[src/sv/bresenham_line_stepper_top_assert.svh]
// Assertion macros shared by the line stepper.
`ifndef BRESENHAM_LINE_STEPPER_TOP_ASSERT_SVH
`define BRESENHAM_LINE_STEPPER_TOP_ASSERT_SVH

// Check a property in the same cycle, outside reset.
`define BLS_ASSERT_NOW(lbl, ante, cons, msg) \
  lbl: assert property (@(posedge clk_i) disable iff (!rst_ni) (ante) |-> (cons)) \
    else $error(msg);

// Check a property in the cycle after its trigger, outside reset.
`define BLS_ASSERT_NEXT(lbl, ante, cons, msg) \
  lbl: assert property (@(posedge clk_i) disable iff (!rst_ni) (ante) |=> (cons)) \
    else $error(msg);

`endif

[src/sv/bls_pkg.sv]
`default_nettype none
package bls_pkg;

  localparam int unsigned COORD_BITS = 6;
  localparam int unsigned ERR_BITS   = COORD_BITS + 3;

  typedef logic [COORD_BITS-1:0] coord_t;
  typedef logic [ERR_BITS-1:0]   err_t;

  // Commands from the controller to the datapath.
  typedef struct packed {
    logic load;
    logic emit;
  } bls_cmd_t;

  // Status from the datapath to the controller.
  typedef struct packed {
    logic zero_len;
    logic last_step;
  } bls_status_t;

  // Move one coordinate by one unit, wrapping at the coordinate width.
  function automatic coord_t step_axis(coord_t v, logic neg);
    coord_t r;
    if (neg) begin
      r = v - coord_t'(1);
    end else begin
      r = v + coord_t'(1);
    end
    return r;
  endfunction

endpackage
`default_nettype wire

[src/sv/bls_ctrl.sv]
`default_nettype none
module bls_ctrl (
  input  wire logic               clk_i,
  input  wire logic               rst_ni,
  input  wire logic               in_valid_i,
  output logic                    in_ready_o,
  output logic                    out_valid_o,
  input  wire logic               out_ready_i,
  input  wire bls_pkg::bls_status_t status_i,
  output bls_pkg::bls_cmd_t       cmd_o
);

  typedef enum logic {
    ST_IDLE,
    ST_RUN
  } state_e;

  state_e state_q;
  logic   out_valid_q;

  // Take a request only when no line is being walked.
  assign in_ready_o = (state_q == ST_IDLE);
  assign out_valid_o = out_valid_q;

  // While a line is walked, issue one pixel beat whenever the output register is free or draining.
  always_comb begin
    cmd_o.load = in_valid_i && in_ready_o;
    cmd_o.emit = (state_q == ST_RUN) && (!out_valid_q || out_ready_i);
  end

  // Hold state and the output valid flag.
  always_ff @(posedge clk_i or negedge rst_ni) begin
    if (!rst_ni) begin
      state_q     <= ST_IDLE;
      out_valid_q <= 1'b0;
    end else begin
      case (state_q)
        ST_IDLE: begin
          if (cmd_o.load && !status_i.zero_len) begin
            state_q <= ST_RUN;
          end
        end
        ST_RUN: begin
          if (cmd_o.emit && status_i.last_step) begin
            state_q <= ST_IDLE;
          end
        end
        default: state_q <= ST_IDLE;
      endcase
      if (cmd_o.emit) begin
        out_valid_q <= 1'b1;
      end else if (out_ready_i) begin
        out_valid_q <= 1'b0;
      end
    end
  end

endmodule
`default_nettype wire

[src/sv/bls_dpath.sv]
`default_nettype none
module bls_dpath (
  input  wire logic                clk_i,
  input  wire logic                rst_ni,
  input  wire bls_pkg::bls_cmd_t   cmd_i,
  output bls_pkg::bls_status_t     status_o,
  input  wire bls_pkg::coord_t     start_x_i,
  input  wire bls_pkg::coord_t     start_y_i,
  input  wire bls_pkg::coord_t     end_x_i,
  input  wire bls_pkg::coord_t     end_y_i,
  output bls_pkg::coord_t          pixel_x_o,
  output bls_pkg::coord_t          pixel_y_o,
  output logic                     last_pixel_o
);

  bls_pkg::coord_t cur_x_q, cur_y_q;
  bls_pkg::coord_t major_q, minor_q;
  bls_pkg::coord_t steps_q;
  bls_pkg::err_t   err_q;
  logic            swap_q, xneg_q, yneg_q;
  bls_pkg::coord_t pix_x_q, pix_y_q;
  logic            last_q;

  bls_pkg::coord_t adx, ady, ld_major, ld_minor;
  logic            ld_xneg, ld_yneg, ld_swap;
  bls_pkg::err_t   ld_err;
  bls_pkg::err_t   err_adj, err_d;
  bls_pkg::coord_t cur_x_d, cur_y_d;
  logic            move_minor;

  // Set up deltas, directions and the starting decision value.
  always_comb begin
    ld_xneg  = !(end_x_i > start_x_i);
    ld_yneg  = !(end_y_i > start_y_i);
    adx      = ld_xneg ? (start_x_i - end_x_i) : (end_x_i - start_x_i);
    ady      = ld_yneg ? (start_y_i - end_y_i) : (end_y_i - start_y_i);
    ld_swap  = ady > adx;
    ld_major = ld_swap ? ady : adx;
    ld_minor = ld_swap ? adx : ady;
    ld_err   = (bls_pkg::err_t'(ld_minor) << 1) - bls_pkg::err_t'(ld_major);
  end

  // Advance the cursor by one pixel and update the decision value.
  always_comb begin
    move_minor = !err_q[bls_pkg::ERR_BITS-1];
    err_adj    = move_minor ? (err_q - (bls_pkg::err_t'(major_q) << 1)) : err_q;
    err_d      = err_adj + (bls_pkg::err_t'(minor_q) << 1);
    cur_x_d    = cur_x_q;
    cur_y_d    = cur_y_q;
    if (swap_q) begin
      cur_y_d = bls_pkg::step_axis(cur_y_q, yneg_q);
      if (move_minor) begin
        cur_x_d = bls_pkg::step_axis(cur_x_q, xneg_q);
      end
    end else begin
      cur_x_d = bls_pkg::step_axis(cur_x_q, xneg_q);
      if (move_minor) begin
        cur_y_d = bls_pkg::step_axis(cur_y_q, yneg_q);
      end
    end
  end

  always_comb begin
    status_o.zero_len  = (start_x_i == end_x_i) && (start_y_i == end_y_i);
    status_o.last_step = (steps_q == bls_pkg::coord_t'(1));
  end

  // Load or count down the step counter; clear it at reset.
  always_ff @(posedge clk_i or negedge rst_ni) begin
    if (!rst_ni) begin
      steps_q <= '0;
    end else if (cmd_i.load) begin
      steps_q <= ld_major;
    end else if (cmd_i.emit) begin
      steps_q <= steps_q - bls_pkg::coord_t'(1);
    end
  end

  // Load or advance the cursor and decision value.
  always_ff @(posedge clk_i) begin
    if (cmd_i.load) begin
      cur_x_q <= start_x_i;
      cur_y_q <= start_y_i;
      major_q <= ld_major;
      minor_q <= ld_minor;
      err_q   <= ld_err;
      swap_q  <= ld_swap;
      xneg_q  <= ld_xneg;
      yneg_q  <= ld_yneg;
    end else if (cmd_i.emit) begin
      cur_x_q <= cur_x_d;
      cur_y_q <= cur_y_d;
      err_q   <= err_d;
    end
  end

  // Capture the pixel beat into the output register.
  always_ff @(posedge clk_i) begin
    if (cmd_i.emit) begin
      pix_x_q <= cur_x_q;
      pix_y_q <= cur_y_q;
      last_q  <= status_o.last_step;
    end
  end

  assign pixel_x_o    = pix_x_q;
  assign pixel_y_o    = pix_y_q;
  assign last_pixel_o = last_q;

endmodule
`default_nettype wire

[src/sv/bresenham_line_stepper_top.sv]
// Bresenham line stepper for all octants: a request beat carries a start and an end
// point, and the block returns the pixels from the start up to but not including the
// end, one beat each, the final one flagged by last_pixel_o; a request whose start
// equals its end returns nothing. A line of n = max(|dx|,|dy|) pixels occupies the
// stepper while it loads the request and then emits each pixel in turn, held back
// whenever the output side stalls, from the single cursor and decision-value update
// that runs once per pixel. The next request is taken in the cycle after the last
// pixel enters the output register, even while that pixel still waits there, and a
// zero-length request leaves the stepper idle.
`default_nettype none
module bresenham_line_stepper_top (
  input  wire logic                clk_i,
  input  wire logic                rst_ni,
  input  wire logic                in_valid_i,
  output logic                     in_ready_o,
  input  wire bls_pkg::coord_t     start_x_i,
  input  wire bls_pkg::coord_t     start_y_i,
  input  wire bls_pkg::coord_t     end_x_i,
  input  wire bls_pkg::coord_t     end_y_i,
  output logic                     out_valid_o,
  input  wire logic                out_ready_i,
  output bls_pkg::coord_t          pixel_x_o,
  output bls_pkg::coord_t          pixel_y_o,
  output logic                     last_pixel_o
);

  `include "bresenham_line_stepper_top_assert.svh"

  bls_pkg::bls_cmd_t    cmd;
  bls_pkg::bls_status_t status;

  bls_ctrl u_ctrl (
    .clk_i       (clk_i),
    .rst_ni      (rst_ni),
    .in_valid_i  (in_valid_i),
    .in_ready_o  (in_ready_o),
    .out_valid_o (out_valid_o),
    .out_ready_i (out_ready_i),
    .status_i    (status),
    .cmd_o       (cmd)
  );

  bls_dpath u_dpath (
    .clk_i        (clk_i),
    .rst_ni       (rst_ni),
    .cmd_i        (cmd),
    .status_o     (status),
    .start_x_i    (start_x_i),
    .start_y_i    (start_y_i),
    .end_x_i      (end_x_i),
    .end_y_i      (end_y_i),
    .pixel_x_o    (pixel_x_o),
    .pixel_y_o    (pixel_y_o),
    .last_pixel_o (last_pixel_o)
  );

  // A pixel beat always lands in the output register.
  `BLS_ASSERT_NEXT(a_emit_fills_out, cmd.emit, out_valid_o, "pixel beat lost")
  // Issuing the last pixel frees the stepper for the next request.
  `BLS_ASSERT_NEXT(a_last_frees, cmd.emit && status.last_step, in_ready_o && last_pixel_o,
                   "stepper not idle after last pixel")
  // A zero-length request leaves the stepper idle.
  `BLS_ASSERT_NEXT(a_zero_len_idle, cmd.load && status.zero_len, in_ready_o,
                   "zero-length request started a walk")
  // No pixel is issued while waiting for a request.
  `BLS_ASSERT_NOW(a_idle_quiet, in_ready_o, !cmd.emit, "pixel issued while idle")

endmodule
`default_nettype wire

[config.mk]
export PLATFORM = sky130hd
export DESIGN_NAME = bresenham_line_stepper_top
export DESIGN_NICKNAME = d
export VERILOG_FILES = /design/src/sv/bls_pkg.sv /design/src/sv/bls_ctrl.sv /design/src/sv/bls_dpath.sv /design/src/sv/bresenham_line_stepper_top.sv
export VERILOG_INCLUDE_DIRS = /design/src /design/src/sv
export SDC_FILE = /design/constraint.sdc
export NUM_CORES = 1
export LEC_CHECK = 0
export BUFFER_PORTS_ARGS = -buffer_cell sky130_fd_sc_hd__buf_2
export CAP_MARGIN = 20
export CORE_UTILIZATION = 50
export CTS_CLUSTER_DIAMETER = 200
export CTS_CLUSTER_SIZE = 30
export DETAILED_ROUTE_END_ITERATION = 8
export GPL_TIMING_DRIVEN = 0
export PLACE_DENSITY = 0.7
export RECOVER_POWER = 25
export SLEW_MARGIN = 20
export SYNTH_ARGS = -nofsm -noshare
export SYNTH_HDL_FRONTEND = slang
export SYNTH_SLANG_ARGS = --single-unit
export TNS_END_PERCENT = 20
[constraint.sdc]
create_clock -name clk_i -period 3.37 [get_ports clk_i]
set_clock_uncertainty 0.05 [all_clocks]
set_input_delay 1.011 -clock clk_i [delete_from_list [all_inputs] [get_ports clk_i]]
set_output_delay 1.011 -clock clk_i [all_outputs]
set_load 0.05 [all_outputs]
==> results of run 1 <==
-- worst paths after layout --
path,to,slack [ps],depth (start not counted)
worst max-delay path,u_dpath.err_q[8]$_DFFE_PP_,-1980,23
worst min-delay path,u_dpath.pixel_x_o[2]$_DFFE_PP_,410,0
worst max register to register,u_dpath.err_q[8]$_DFFE_PP_,100,14
worst min register to register,u_dpath.pixel_x_o[2]$_DFFE_PP_,410,0
max in group asynchronous,u_dpath.steps_q[3]$_DFFE_PN0P_,2370,1
min in group asynchronous,u_dpath.steps_q[1]$_DFFE_PN0P_,570,1
-- flip-flops by register name (all words and copies together) (netlist names), 6 cells and up --
signal and flops:
u_dpath.cur_x_q 6, u_dpath.cur_y_q 6, u_dpath.err_q 8, u_dpath.major_q 6, u_dpath.minor_q 6, u_dpath.pixel_x_o 6, u_dpath.pixel_y_o 6, u_dpath.steps_q 6
-- cell type report --
cell class / count / area, um2 / area share
multi-input cells: 313 / 2853 / 0.5177
flip-flops and latches: 56 / 1642 / 0.2979
repair buffers: 70 / 445.4 / 0.08084
inverters: 69 / 274.0 / 0.04973
well taps: 108 / 135.1 / 0.02452
clock buffers: 6 / 82.58 / 0.01499
plain buffers: 10 / 68.82 / 0.01249
clock inverters: 2 / 10.01 / 0.001817
-- cells by family after synthesis --
kind of cell / after synthesis / synth area share
mux: 24 / 0.05695
compound gates: 111 / 0.1613
xor+xnor: 29 / 0.05723
flops: 56 / 0.3699
simple gates: 85 / 0.08937
fa+ha+maj: 64 / 0.1957
buf+inv: 80 / 0.06963
-- power groups by stage --
stage	clock network (mW)	logic (mW)	registers, mW
floorplan	0	2.09	1.49
global placement	0	2.76	1.31
detailed placement	0	2.85	1.33
CTS	0.392	3.38	1.31
global route	0.414	4.00	1.34
finish	0.392	3.65	1.31
-- placed cells by master, fill, tap and decap left out, types with 8 or more instances in the layout --
cell type	instances
inv_1	60
edfxtp_1	48
ha_1	46
buf_2	41
a21oi_1	31
nand2_1	28
buf_4	25
o21ai_0	21
nor2_1	19
xnor2_1	18
nand3_1	9
a21o_1	9
dfrtp_1	8
-- critical path: stages --
cell	delay [ps]
buf_12	110
inv_12	40
ha_4	120
inv_2	40
fa_2	400
a211oi_2	280
nor2_2	80
o31ai_4	190
buf_6	170
mux2i_1	280
xnor2_2	190
ha_1	290
nand4_1	130
a21oi_1	60
o32a_2	420
clkbuf_16	190
mux2i_4	200
ha_4	310
nand3_1	80
mux2_4	290
a31oi_4	180
and2_4	210
o32ai_2	80
-- stage by stage --
step	hold slack (ps)	area (um2)	power (mW)	util	setup slack [ps]
2_1_floorplan	380.7	4527	3.575	-	-2030
3_3_place_gp	386.9	4872	4.071	0.5642	-2671
3_5_place_dp	393.1	4873	4.171	0.5643	-2786
4_1_cts	416.6	5329	5.083	0.6171	-1905
5_1_grt	436.3	5510	5.747	0.6381	-2123
6_report	414.9	5510	5.350	0.6381	-1977
-- timing repair --
item,4_1_cts,5_1_grt
setup endpoints to repair,27,27
endpoints found under the hold margin,0,0
resized for setup,51,30
pin swaps,28,20
hold buffers,0,0
buffers inserted,21,7
-- routing by layer --
metal | routed length, um | GRT usage
met3 | 363 | 0.02844
met2 | 5250 | 0.3877
met4 | 159 | 0.06841
met1 | 4625 | 0.2905
met5 | 0 | 0
==> results.json, run 1 <==
{
  "status": "finished with violations",
  "violations": "negative setup slack",
  "nFillCells": 697,
  "timing.final.crit_share": 1.587,
  "yosysMostFrequentCell": "inv_1",
  "nets": 617,
  "rsz0062_at_grt": "true",
  "tightest_slew_ps": 896.0,
  "sequentialPowerShare": 0.245,
  "start_util": 0.5139,
  "synthesis.area_um2": 4438,
  "path_class": "in2reg",
  "fmax_ghz": 0.1870,
  "die_x_um": 96.21,
  "grt_overflow": 0,
  "switching_share": 0.4372,
  "floorplan.rows": 34,
  "hp-class": "reg2reg",
  "num_antenna_cells": 0,
  "h-tree-depth": 2,
  "synth.avg_cell_area_um2": 9.884,
  "synth_top_cell_area_share": 0.3248,
  "ys_types": 53,
  "clkTransAtPathRegs_ps": 100,
  "synth-seq-cells": 56,
  "drc": 0,
  "place_congestion": 0.8756,
  "hold_violations": 0,
  "power.internal_mw": 3.011,
  "portBuffers": 42,
  "min_from": "u_dpath.cur_x_q[2]$_DFFE_PP_",
  "io_pins": 43,
  "startpoint": "end_y_i[0]",
  "critical_path_arrival_ps": 5340,
  "synth_warnings": 0,
  "worstReg2RegStart": "u_dpath.err_q[1]$_DFFE_PP_",
  "p_comb_frac": 0.682,
  "setup_violations": 27,
  "place_hpwl_um": 7455,
  "async_flop_share": 0.1429,
  "finalNonFillerCells": 634,
  "powerDensity_nw_per_um2": 970.9,
  "drv_slew": 0,
  "ant_nets": 0,
  "drive_gt1_frac": 0.2928,
  "post-place-cells": 599,
  "fin_crit_ps": 5347,
  "pwr-share-clk": 0.073,
  "p_leak_nw": 2.459,
  "grt_pass1_vias": 3387,
  "viasPerCell": 5.505,
  "wl_per_cell_um": 16.40,
  "ys_top_cells_by_count": "inv_1 (69), ha_1 (55), edfxtp_1 (48)",
  "fin_ws_ps": -1977,
  "ys.flop_type": "edfxtp_1",
  "cts_buffers": 5,
  "synth_edf_count": 48,
  "vdd_drop_max_uv": 434.9,
  "syn_to_final_growth_pct": 24.16,
  "antenna_found_initial": 0,
  "yosys-top-cells-area": "edfxtp_1 (32%), ha_1 (16%), inv_1 (5.8%)",
  "cts-root-buf": "clkbuf_8",
  "cp_max_fo": 7,
  "cts.path.max_buffers": 2,
  "drt_iter0_drc": 136,
  "syn_inst": 449,
  "cp-start-kind": "input port",
  "cts_tree": "done",
  "syn_nets": 541,
  "fin_setup_tns_ps": -32030,
  "firstDrtPassIters": 4,
  "p_sw_mw": 2.339,
  "worstSetupEndpointType": "flop",
  "grt_pass1_wl_um": 15690,
  "crit_required_ps": 3360,
  "clk-insertion-delay-late_ps": 310,
  "yosysTopAreaCell": "edfxtp_1",
  "grt_max_degree": 25,
  "coreArea_um2": 8636,
  "wl_um": 10400,
  "relSlewSlack": 0.3964,
  "vias": 3490,
  "drv_cap": 0,
  "cts.sinks": 56,
  "gr-usage-all-layers": 0.2241,
  "dieArea_um2": 9256,
  "die_h_um": 96.21,
  "yosysSeqAreaShare": 0.3699
}
(Power assumes the default switching activity.)
==> run 2, diff against run 1 <==
CORE_UTILIZATION = 30   (was 50)
PLACE_DENSITY = 0.47   (was 0.7)
==> results.json, run 2 (same netlist as run 1, synthesis figures left out) <==
{
  "vdd_drop_max_uv": 330.4,
  "cp_max_fo": 6,
  "largest_reg_flops": 8,
  "coreArea_um2": 14480,
  "cts.sinks": 56,
  "finalHoldWorstSlack_ps": 414.5,
  "grt_pass1_wl_um": 17330,
  "violations": "design-rule violations, negative setup slack",
  "cts_buffers": 5,
  "cts.path.max_buffers": 2,
  "hp-class": "reg2reg",
  "fin_ws_ps": -2074,
  "die_h_um": 123.6,
  "wl_per_cell_um": 15.07,
  "placed_area_um2": 4969,
  "tightest_slew_ps": 959.1,
  "cts_tree": "done",
  "final_common_cell": "inv_1",
  "dieArea_um2": 15280,
  "gr-usage-all-layers": 0.1485,
  "critical_path_arrival_ps": 5420,
  "hold_violations": 0,
  "design_area_um2": 5757,
  "powerDensity_nw_per_um2": 972.6,
  "num_antenna_cells": 0,
  "critPathSlowestCell": "fa_2",
  "ant_nets": 0,
  "vias": 3385,
  "top_register": "u_dpath.err_q",
  "start_util": 0.3065,
  "clkTransAtPathRegs_ps": 80,
  "drt_iter0_drc": 125,
  "status": "finished with violations",
  "finalPower_mw": 5.599,
  "grt_max_degree": 25,
  "wl_um": 10710,
  "place_hpwl_um": 8243,
  "rsz0062_at_grt": "true",
  "floorplan.rows": 44,
  "setup_violations": 27,
  "io_pins": 43,
  "multiInputGateArea_um2": 2913,
  "grt_overflow": 0,
  "drv_cap": 0,
  "clk-insertion-delay-late_ps": 300,
  "drv_slew": 0,
  "nFillCells": 1432,
  "path_class": "in2reg",
  "viasPerCell": 4.761,
  "fmax_ghz": 0.1837,
  "antenna_found_initial": 0,
  "place_congestion": 0.8067,
  "syn_to_final_growth_pct": 29.72,
  "final_cell_mix": "inv_1 (61), edfxtp_1 (48), ha_1 (46)",
  "portBuffers": 42,
  "relSlewSlack": 0.3539,
  "die_x_um": 123.6,
  "nets": 618,
  "drive_gt1_frac": 0.2998,
  "drc": 1,
  "p_leak_nw": 2.503,
  "crit_path_frequent_cell": "ha_4",
  "path_delay_family": "compound AO/OA/AOI/OAI gates",
  "register_area_um2": 1642,
  "cts_hold_buffers": 0,
  "crit_required_ps": 3340,
  "firstDrtPassIters": 6,
  "h-tree-depth": 2,
  "cp-start-kind": "input port",
  "max_stage_delay_ps": 410,
  "path_buf_inv": 8,
  "timing.final.crit_share": 1.615,
  "fin_crit_ps": 5444,
  "cts-root-buf": "clkbuf_16",
  "grt_pass1_vias": 3413,
  "worstSetupEndpointType": "flop"
}
## run 2: cell types whose count changed in the layout (fill, tap and decap cells not counted), moves of 2 or more
| cell | delta |
|---|---|
| a21oi_1 | -2 |
| buf_2 | -2 |
| clkbuf_16 | +6 |
| clkbuf_8 | -5 |
| mux2i_1 | -2 |
| o32a_2 | -2 |
## run 2: final cells by class
| cell class | count | share of cell area |
|---|---|---|
| Clock inverter | 2 | 0.001956 |
| Sequential cell | 56 | 0.2852 |
| Multi-Input combinational cell | 313 | 0.5060 |
| Buffer | 11 | 0.01456 |
| Inverter | 69 | 0.04760 |
| Tap cell | 184 | 0.03999 |
| Timing Repair Buffer | 70 | 0.07868 |
| Clock buffer | 6 | 0.02608 |
## run 2: path summary, 6_finish.rpt
check | from | to | slack (ps) | cells past startpoint
worst max register to register | u_dpath.err_q[1]$_DFFE_PP_ | u_dpath.err_q[8]$_DFFE_PP_ | 160 | 14
min in group asynchronous | rst_ni | u_ctrl.out_valid_o$_DFFE_PN0P_ | 580 | 1
worst min-delay path | u_dpath.cur_x_q[2]$_DFFE_PP_ | u_dpath.pixel_x_o[2]$_DFFE_PP_ | 410 | 0
max in group asynchronous | rst_ni | u_dpath.steps_q[0]$_DFFE_PN0P_ | 2350 | 1
worst min register to register | u_dpath.cur_x_q[2]$_DFFE_PP_ | u_dpath.pixel_x_o[2]$_DFFE_PP_ | 410 | 0
worst max-delay path | end_y_i[0] | u_dpath.err_q[8]$_DFFE_PP_ | -2070 | 26
## run 2: report_power, final
part | internal, mW | switching, mW | total, mW
Sequential | 1.18 | 0.137 | 1.31
Clock | 0.321 | 0.257 | 0.578
Combinational | 1.73 | 1.98 | 3.71
## run 2: through the flow
stage	setup WS (ps)	setup TNS [ps]	std cells	utilization
after global routing	-2291	-38260	711	0.3976
after floorplan	-2030	-32060	449	-
after global placement	-2999	-51440	675	0.3431
after detailed placement	-3014	-52300	675	0.3432
final	-2074	-33370	711	0.3976
after CTS	-1942	-30120	704	0.3856
## run 2: layer usage
layer | global-route usage | up-vias | share of wire
met5 | 0 | - | 0
met4 | 0.03614 | 0 | 0.0099
met3 | 0.01923 | 6 | 0.017
met2 | 0.2597 | 35 | 0.50
met1 | 0.1928 | 1619 | 0.47
li1 | - | 1725 | -
## run 2: what timing repair did
item / 4_1_cts / 5_1_grt
resized for setup: 63 / 25
setup buffers: 20 / 8
gates cloned: 1 / 0
pin swaps: 29 / 12
setup endpoints to repair: 27 / 27
